`src/hdl/rvx_pkg.sv`:
```
package rvx_pkg;

  typedef enum logic [3:0] {
    OP_LUI,
    OP_AUIPC,
    OP_JAL,
    OP_JALR,
    OP_BRANCH,
    OP_LOAD,
    OP_STORE,
    OP_ALU,
    OP_MUL,
    OP_DIV,
    OP_EBREAK,
    OP_INVALID
  } op_e;

  typedef enum logic [3:0] {
    ALU_ADD,
    ALU_SUB,
    ALU_SLL,
    ALU_SLTU,
    ALU_XOR,
    ALU_OR,
    ALU_AND,
    ALU_SRL,
    ALU_SRA
  } alu_e;

  typedef struct packed {
    op_e         op;
    alu_e        fn;
    logic        b_imm;
    logic [2:0]  f3;
    logic [4:0]  rd;
    logic [4:0]  rs1;
    logic [4:0]  rs2;
    logic [31:0] imm;
  } uop_t;

  localparam logic [6:0] OPC_LUI    = 7'h37;
  localparam logic [6:0] OPC_AUIPC  = 7'h17;
  localparam logic [6:0] OPC_JAL    = 7'h6F;
  localparam logic [6:0] OPC_JALR   = 7'h67;
  localparam logic [6:0] OPC_BRANCH = 7'h63;
  localparam logic [6:0] OPC_LOAD   = 7'h03;
  localparam logic [6:0] OPC_STORE  = 7'h23;
  localparam logic [6:0] OPC_OPIMM  = 7'h13;
  localparam logic [6:0] OPC_OP     = 7'h33;
  localparam logic [6:0] OPC_SYSTEM = 7'h73;

  localparam logic [6:0] F7_BASE   = 7'h00;
  localparam logic [6:0] F7_ALT    = 7'h20;
  localparam logic [6:0] F7_MULDIV = 7'h01;

  localparam logic [2:0] F3_JALR = 3'd0;

  localparam logic [2:0] F3_BEQ  = 3'd0;
  localparam logic [2:0] F3_BNE  = 3'd1;
  localparam logic [2:0] F3_BLT  = 3'd4;
  localparam logic [2:0] F3_BGE  = 3'd5;
  localparam logic [2:0] F3_BLTU = 3'd6;
  localparam logic [2:0] F3_BGEU = 3'd7;

  localparam logic [2:0] F3_LW  = 3'd2;
  localparam logic [2:0] F3_LH  = 3'd1;
  localparam logic [2:0] F3_LBU = 3'd4;
  localparam logic [2:0] F3_SB  = 3'd0;
  localparam logic [2:0] F3_SH  = 3'd1;
  localparam logic [2:0] F3_SW  = 3'd2;

  localparam logic [2:0] F3_ADD  = 3'd0;
  localparam logic [2:0] F3_SLL  = 3'd1;
  localparam logic [2:0] F3_SLTU = 3'd3;
  localparam logic [2:0] F3_XOR  = 3'd4;
  localparam logic [2:0] F3_SR   = 3'd5;
  localparam logic [2:0] F3_OR   = 3'd6;
  localparam logic [2:0] F3_AND  = 3'd7;

  localparam logic [2:0] F3_MUL  = 3'd0;
  localparam logic [2:0] F3_DIV  = 3'd4;
  localparam logic [2:0] F3_DIVU = 3'd5;
  localparam logic [2:0] F3_REM  = 3'd6;

  localparam logic [31:0] EBREAK_WORD = 32'h0010_0073;
  localparam logic [4:0]  REG_A0      = 5'd10;
  localparam logic [31:0] INSN_LEN    = 32'd4;
  localparam logic [31:0] RESET_PC    = 32'h8000_0000;

  localparam logic [1:0] ST_RUN     = 2'd0;
  localparam logic [1:0] ST_EBREAK  = 2'd1;
  localparam logic [1:0] ST_INVALID = 2'd2;
  localparam logic [1:0] ST_HALTED  = 2'd3;

endpackage

```
`src/hdl/rvx_decode.sv`:
```
module rvx_decode (
  input  logic              clk_i,
  input  logic              rst_ni,
  input  logic              push_i,
  input  logic [31:0]       instruction_i,
  output logic              full_o,
  output rvx_pkg::uop_t     uop_o,
  output logic              uop_vld_o,
  input  logic              uop_pop_i
);

  localparam int QDEPTH = 2;
  localparam int CW     = $clog2(QDEPTH + 1);

  rvx_pkg::uop_t dec;
  rvx_pkg::uop_t fifo_q [QDEPTH];
  logic [CW-1:0] count_q;
  logic          wptr_q;
  logic          rptr_q;
  logic          do_push;
  logic          do_pop;

  logic [6:0]  opc;
  logic [2:0]  f3;
  logic [6:0]  f7;
  logic [31:0] imm_i;
  logic [31:0] imm_s;
  logic [31:0] imm_b;
  logic [31:0] imm_j;
  logic [31:0] imm_u;

  assign opc   = instruction_i[6:0];
  assign f3    = instruction_i[14:12];
  assign f7    = instruction_i[31:25];
  assign imm_i = {{20{instruction_i[31]}}, instruction_i[31:20]};
  assign imm_s = {{20{instruction_i[31]}}, instruction_i[31:25], instruction_i[11:7]};
  assign imm_b = {{19{instruction_i[31]}}, instruction_i[31], instruction_i[7],
                  instruction_i[30:25], instruction_i[11:8], 1'b0};
  assign imm_j = {{11{instruction_i[31]}}, instruction_i[31], instruction_i[19:12],
                  instruction_i[20], instruction_i[30:21], 1'b0};
  assign imm_u = {instruction_i[31:12], 12'b0};

  always_comb begin
    dec       = '0;
    dec.op    = rvx_pkg::OP_INVALID;
    dec.fn    = rvx_pkg::ALU_ADD;
    dec.f3    = f3;
    dec.rd    = instruction_i[11:7];
    dec.rs1   = instruction_i[19:15];
    dec.rs2   = instruction_i[24:20];
    dec.imm   = imm_i;
    unique case (opc)
      rvx_pkg::OPC_LUI: begin
        dec.op  = rvx_pkg::OP_LUI;
        dec.imm = imm_u;
      end
      rvx_pkg::OPC_AUIPC: begin
        dec.op  = rvx_pkg::OP_AUIPC;
        dec.imm = imm_u;
      end
      rvx_pkg::OPC_JAL: begin
        dec.op  = rvx_pkg::OP_JAL;
        dec.imm = imm_j;
      end
      rvx_pkg::OPC_JALR: begin
        if (f3 == rvx_pkg::F3_JALR) dec.op = rvx_pkg::OP_JALR;
      end
      rvx_pkg::OPC_BRANCH: begin
        dec.imm = imm_b;
        case (f3) inside
          rvx_pkg::F3_BEQ, rvx_pkg::F3_BNE, rvx_pkg::F3_BLT, rvx_pkg::F3_BGE,
          rvx_pkg::F3_BLTU, rvx_pkg::F3_BGEU: dec.op = rvx_pkg::OP_BRANCH;
          default: dec.op = rvx_pkg::OP_INVALID;
        endcase
      end
      rvx_pkg::OPC_LOAD: begin
        case (f3) inside
          rvx_pkg::F3_LW, rvx_pkg::F3_LH, rvx_pkg::F3_LBU: dec.op = rvx_pkg::OP_LOAD;
          default: dec.op = rvx_pkg::OP_INVALID;
        endcase
      end
      rvx_pkg::OPC_STORE: begin
        dec.imm = imm_s;
        case (f3) inside
          rvx_pkg::F3_SB, rvx_pkg::F3_SH, rvx_pkg::F3_SW: dec.op = rvx_pkg::OP_STORE;
          default: dec.op = rvx_pkg::OP_INVALID;
        endcase
      end
      rvx_pkg::OPC_OPIMM: begin
        dec.b_imm = 1'b1;
        dec.op    = rvx_pkg::OP_ALU;
        unique case (f3)
          rvx_pkg::F3_ADD:  dec.fn = rvx_pkg::ALU_ADD;
          rvx_pkg::F3_SLTU: dec.fn = rvx_pkg::ALU_SLTU;
          rvx_pkg::F3_XOR:  dec.fn = rvx_pkg::ALU_XOR;
          rvx_pkg::F3_OR:   dec.fn = rvx_pkg::ALU_OR;
          rvx_pkg::F3_AND:  dec.fn = rvx_pkg::ALU_AND;
          rvx_pkg::F3_SLL: begin
            dec.fn = rvx_pkg::ALU_SLL;
            if (f7 != rvx_pkg::F7_BASE) dec.op = rvx_pkg::OP_INVALID;
          end
          rvx_pkg::F3_SR: begin
            if (f7 == rvx_pkg::F7_BASE) dec.fn = rvx_pkg::ALU_SRL;
            else if (f7 == rvx_pkg::F7_ALT) dec.fn = rvx_pkg::ALU_SRA;
            else dec.op = rvx_pkg::OP_INVALID;
          end
          default: dec.op = rvx_pkg::OP_INVALID;
        endcase
      end
      rvx_pkg::OPC_OP: begin
        dec.op = rvx_pkg::OP_ALU;
        if (f7 == rvx_pkg::F7_BASE) begin
          unique case (f3)
            rvx_pkg::F3_ADD:  dec.fn = rvx_pkg::ALU_ADD;
            rvx_pkg::F3_SLL:  dec.fn = rvx_pkg::ALU_SLL;
            rvx_pkg::F3_SLTU: dec.fn = rvx_pkg::ALU_SLTU;
            rvx_pkg::F3_XOR:  dec.fn = rvx_pkg::ALU_XOR;
            rvx_pkg::F3_OR:   dec.fn = rvx_pkg::ALU_OR;
            rvx_pkg::F3_AND:  dec.fn = rvx_pkg::ALU_AND;
            default:          dec.op = rvx_pkg::OP_INVALID;
          endcase
        end else if (f7 == rvx_pkg::F7_ALT) begin
          unique case (f3)
            rvx_pkg::F3_ADD: dec.fn = rvx_pkg::ALU_SUB;
            rvx_pkg::F3_SR:  dec.fn = rvx_pkg::ALU_SRA;
            default:         dec.op = rvx_pkg::OP_INVALID;
          endcase
        end else if (f7 == rvx_pkg::F7_MULDIV) begin
          case (f3) inside
            rvx_pkg::F3_MUL: dec.op = rvx_pkg::OP_MUL;
            rvx_pkg::F3_DIV, rvx_pkg::F3_DIVU, rvx_pkg::F3_REM: dec.op = rvx_pkg::OP_DIV;
            default: dec.op = rvx_pkg::OP_INVALID;
          endcase
        end else begin
          dec.op = rvx_pkg::OP_INVALID;
        end
      end
      rvx_pkg::OPC_SYSTEM: begin
        if (instruction_i == rvx_pkg::EBREAK_WORD) begin
          // The back end reads a0 through the first source port.
          dec.op  = rvx_pkg::OP_EBREAK;
          dec.rs1 = rvx_pkg::REG_A0;
        end
      end
      default: dec.op = rvx_pkg::OP_INVALID;
    endcase
  end

  assign full_o    = (count_q == CW'(QDEPTH));
  assign uop_vld_o = (count_q != '0);
  assign uop_o     = fifo_q[rptr_q];
  assign do_push   = push_i && !full_o;
  assign do_pop    = uop_pop_i && uop_vld_o;

  always_ff @(posedge clk_i or negedge rst_ni) begin
    if (!rst_ni) begin
      count_q <= '0;
      wptr_q  <= 1'b0;
      rptr_q  <= 1'b0;
    end else begin
      if (do_push) wptr_q <= !wptr_q;
      if (do_pop) rptr_q <= !rptr_q;
      if (do_push && !do_pop) count_q <= count_q + CW'(1);
      else if (do_pop && !do_push) count_q <= count_q - CW'(1);
    end
  end

  always_ff @(posedge clk_i) begin
    if (do_push) fifo_q[wptr_q] <= dec;
  end

endmodule

```
`config.mk`:
```
export PLATFORM = sky130hd
export DESIGN_NAME = rvx_decode
export DESIGN_NICKNAME = d
export VERILOG_FILES = /design/src/hdl/rvx_pkg.sv /design/src/hdl/rvx_decode.sv
export SDC_FILE = /design/constraint.sdc
export NUM_CORES = 1
export LEC_CHECK = 0
export BUFFER_PORTS_ARGS = -buffer_cell sky130_fd_sc_hd__clkbuf_2
export CAP_MARGIN = 20
export CORE_ASPECT_RATIO = 1.2
export CORE_UTILIZATION = 50
export DETAILED_ROUTE_END_ITERATION = 12
export GPL_ROUTABILITY_DRIVEN = 0
export PLACE_DENSITY = 0.75
export SETUP_SLACK_MARGIN = 0.15
export SKIP_LAST_GASP = 1
export SYNTH_ARGS = -nofsm -noshare
export SYNTH_HDL_FRONTEND = slang
export SYNTH_SLANG_ARGS = --single-unit
```
`constraint.sdc`:
```
create_clock -name clk_i -period 3.82 [get_ports clk_i]
set_input_delay 0.764 -clock clk_i [delete_from_list [all_inputs] [get_ports clk_i]]
set_output_delay 0.764 -clock clk_i [all_outputs]
set_load 0.03 [all_outputs]
```
==> results.py <==
metrics = {
    "status": {
        "outcome": "finished clean",
    },
    "timing": {
        "whs_ns": 0.158,
        "skew_ns": 0.00482,
        "max_freq_mhz": 354,
        "period_share_pct": 74.0,
        "fin_setup_tns_ns": 0,
        "rsz0062_at_grt": "false",
        "worst_pin_slew_ns": 0.852,
        "hold_violations": 0,
        "setup_violations": 0,
        "final.setup.worst_slack_ns": 0.994,
        "relSlewSlack_pct": 43.0,
        "fin_crit_ns": 2.83,
        "slew_violations": 0,
    },
    "floorplanning": {
        "initial_core_util_pct": 51.5,
        "die_y_um": 116,
        "core_area_mm2": 0.0106,
        "rows": 41,
        "die_area_mm2": 0.0113,
        "die_w_um": 97.3,
        "pin_count": 97,
    },
    "routing": {
        "drt-wirelength-per-cell_um": 18.5,
        "viasPerCell": 5.69,
        "routed_wl_um": 11300,
        "dr.pass1.iters": 4,
        "first_iter_violations": 221,
        "drc": 0,
        "vias": 3466,
        "ant_nets": 0,
    },
    "power_and_ir_drop": {
        "powerDensity_mw_per_mm2": 782,
        "cellInternalPower_uw": 3370,
        "seqPwrFrac_pct": 37.8,
        "swShare_pct": 34.8,
        "ir_drop_uv": 370,
        "p_clk_share_pct": 28.3,
        "power.leakage_uw": 0.00257,
        "p_switching_uw": 1800,
        "combPwrFrac_pct": 33.9,
    },
    "clock_tree": {
        "cts_hold_buf": 0,
        "cts_resized": 0,
        "numCtsBuffers": 17,
        "postCtsSetupBuffers": 0,
        "cts_tree": "yes",
        "cts_root_buf": "clkbuf_16",
        "cts_max_level": 4,
        "clock_latency_ns": 0.40,
        "clock_path_buffers": 2,
        "path_clk_slew_ns": 0.05,
        "cts.sinks": 122,
    },
    "final_layout": {
        "layout.nets": 505,
        "layout-drive-gt1-share_pct": 42.1,
        "stdcell_area_mm2": 0.00662,
        "area_growth_syn_to_layout_pct": 21.5,
        "multi_input_area_mm2": 0.00167,
        "register_area_mm2": 0.00364,
        "fill_cells": 790,
        "antenna_cells": 0,
    },
    "logic_synthesis": {
        "ys_seq_area_share_pct": 66.9,
        "synth_edf_count": 118,
        "ys_types": 53,
        "async_flop_share_pct": 3.28,
        "synth_ff_type": "edfxtp_1",
        "synth.avg_cell_area_um2": 14.7,
        "syn_nets": 407,
        "ys_warn_count": 0,
        "synthCells": 370,
        "synth-seq-cells": 122,
        "syn-cell-area_mm2": 0.00545,
    },
    "critical_path": {
        "cp-endpoint": "uop_o[55]",
        "critical_path.slowest_cell": "dfrtp_2",
        "worstPathRequired_ns": 3.06,
        "cp-end-kind": "primary output",
        "cpPeakStageDelay_ns": 0.76,
        "criticalPathCategory": "flip-flop to primary output",
        "r2r_slack_ns": 1.75,
        "startpoint": "rptr_q",
        "worstPathArrival_ns": 2.06,
        "worst_r2r_startpoint": "count_q[0]",
        "path_cells": "buf_12 > mux2_2 > clkbuf_2",
        "timing.rr.end": "fifo_q[0][39]",
        "cp_max_fo": 37,
        "r2r_cells": 4,
        "crit_path_start_kind": "flip-flop",
    },
    "global_route": {
        "antenna_found_initial": 0,
        "grt_pass1_wl_um": 17500,
        "grt_max_degree": 41,
        "grt-ovfl-total": 0,
        "grt_usage_pct": 20.8,
        "grt_pass1_vias": 3417,
    },
    "placement": {
        "post-dp-hpwl_um": 7590,
        "dp_slack_ns": 1.18,
        "port_buffers": 96,
        "placed_area_mm2": 0.00608,
    },
    "job": {
        "maxCapViolCount": 0,
    },
    "hold_path": {
        "min_path_type": "primary input to async pin",
    },
}
[synthesized netlist by cell type (2+ instances only)]
| cell type | n | area share (%) |
|---|---|---|
| edfxtp_1 | 118 | 65 |
| mux2_2 | 61 | 13 |
| a21o_1 | 20 | 2.8 |
| nand2_1 | 18 | 1.2 |
| clkbuf_1 | 14 | 0.97 |
| inv_1 | 12 | 0.83 |
| nor2_1 | 12 | 0.83 |
| a21oi_1 | 9 | 0.83 |
| nor2b_1 | 9 | 1.0 |
| nor3_1 | 7 | 0.64 |
| o21ai_0 | 7 | 0.64 |
| nand2b_1 | 6 | 0.69 |
| buf_1 | 5 | 0.34 |
| o22ai_1 | 5 | 0.57 |
| or3_1 | 5 | 0.57 |
| buf_2 | 4 | 0.37 |
| dfrtp_1 | 4 | 1.8 |
| xnor2_1 | 4 | 0.64 |
| nand4_1 | 3 | 0.34 |
| nor4_1 | 3 | 0.34 |
| and3_1 | 2 | 0.23 |
| nand3_1 | 2 | 0.18 |
| nand3b_1 | 2 | 0.28 |
| o21a_1 | 2 | 0.28 |
| o21ai_1 | 2 | 0.18 |
| o311ai_0 | 2 | 0.32 |
| o32ai_1 | 2 | 0.32 |
| or2_1 | 2 | 0.23 |
| or4_1 | 2 | 0.28 |
| or4_4 | 2 | 0.41 |
| xor2_1 | 2 | 0.32 |
[worst min-delay path by stage]
stage                             to  slack [ns]  depth (start not counted)
after CTS                 count_q[0]        0.15                          1
after detailed placement  count_q[1]        0.49                          1
after global placement    count_q[1]        0.47                          1
after global routing      count_q[0]        0.15                          1
final                     count_q[0]        0.16                          1
after floorplan           count_q[1]        0.46                          1
[worst max-delay path: cells and delay by family (launching register included)]
kind / cells / cell delay, ns
flip-flops: 1 / 0.76
multiplexers: 1 / 0.38
buffers and inverters: 2 / 0.50
[state kept, by name (all words and copies together) (netlist names)]
register  cells
fifo_q      118
count_q       2
wptr_q        1
rptr_q        1
[layout make-up]
class                           count  area share [%]
Clock buffer                       20            6.60
Clock inverter                     11            1.59
Inverter                           13           0.737
Multi-Input combinational cell    212            25.2
Sequential cell                   122            55.1
Tap cell                          129            2.44
Timing Repair Buffer              102            8.32
[through the flow]
stage / utilization [%] / power, µW / cells
after floorplan: - / 3240 / 370
after global placement: 57.5 / 3720 / 578
after detailed placement: 57.5 / 3750 / 578
after CTS: 62.6 / 5220 / 609
after global routing: 62.6 / 5380 / 609
final: 62.6 / 5170 / 609
[power groups by stage]
stage / Sequential [µW] / Combinational, µW / Clock (µW)
after global placement: 1970 / 1750 / 0
after CTS: 1960 / 1770 / 1490
after global routing: 1990 / 1850 / 1540
after detailed placement: 1980 / 1770 / 0
after floorplan: 1920 / 1320 / 0
final: 1960 / 1750 / 1460
[cells by family after synthesis]
| kind of cell | Yosys count | synth area share, % |
|---|---|---|
| AO/OA/AOI/OAI | 58 | 7.33 |
| buffers and inverters | 36 | 2.57 |
| XOR/XNOR | 6 | 0.965 |
| adder cells (fa/ha/maj) | 1 | 0.230 |
| flip-flops | 122 | 66.9 |
| AND/OR/NAND/NOR | 85 | 9.19 |
| multiplexers | 62 | 12.8 |
[cells in the final DEF (no fill, tap or decap), types with 6 or more instances in the layout]
cell type	Yosys	final
clkbuf_2	0	96
clkbuf_16	0	17
nor2b_1	9	9
o21ai_0	7	7
nand2_1	18	18
nor3_1	7	7
nor2_1	12	11
edfxtp_1	118	118
a21oi_1	9	9
mux2_2	61	61
inv_1	12	12
a21o_1	20	20
clkinv_2	0	6
nand2b_1	6	6
[metal layers]
layer	vias to the layer above	global-route usage [%]	part of all wire [%]
li1	1615	-	-
met1	1681	25.1	42
met2	152	34.6	50
met3	18	7.00	5.9
met4	0	8.92	1.6
met5	-	0	0
Note: power is estimated with default switching activity, not from simulation.
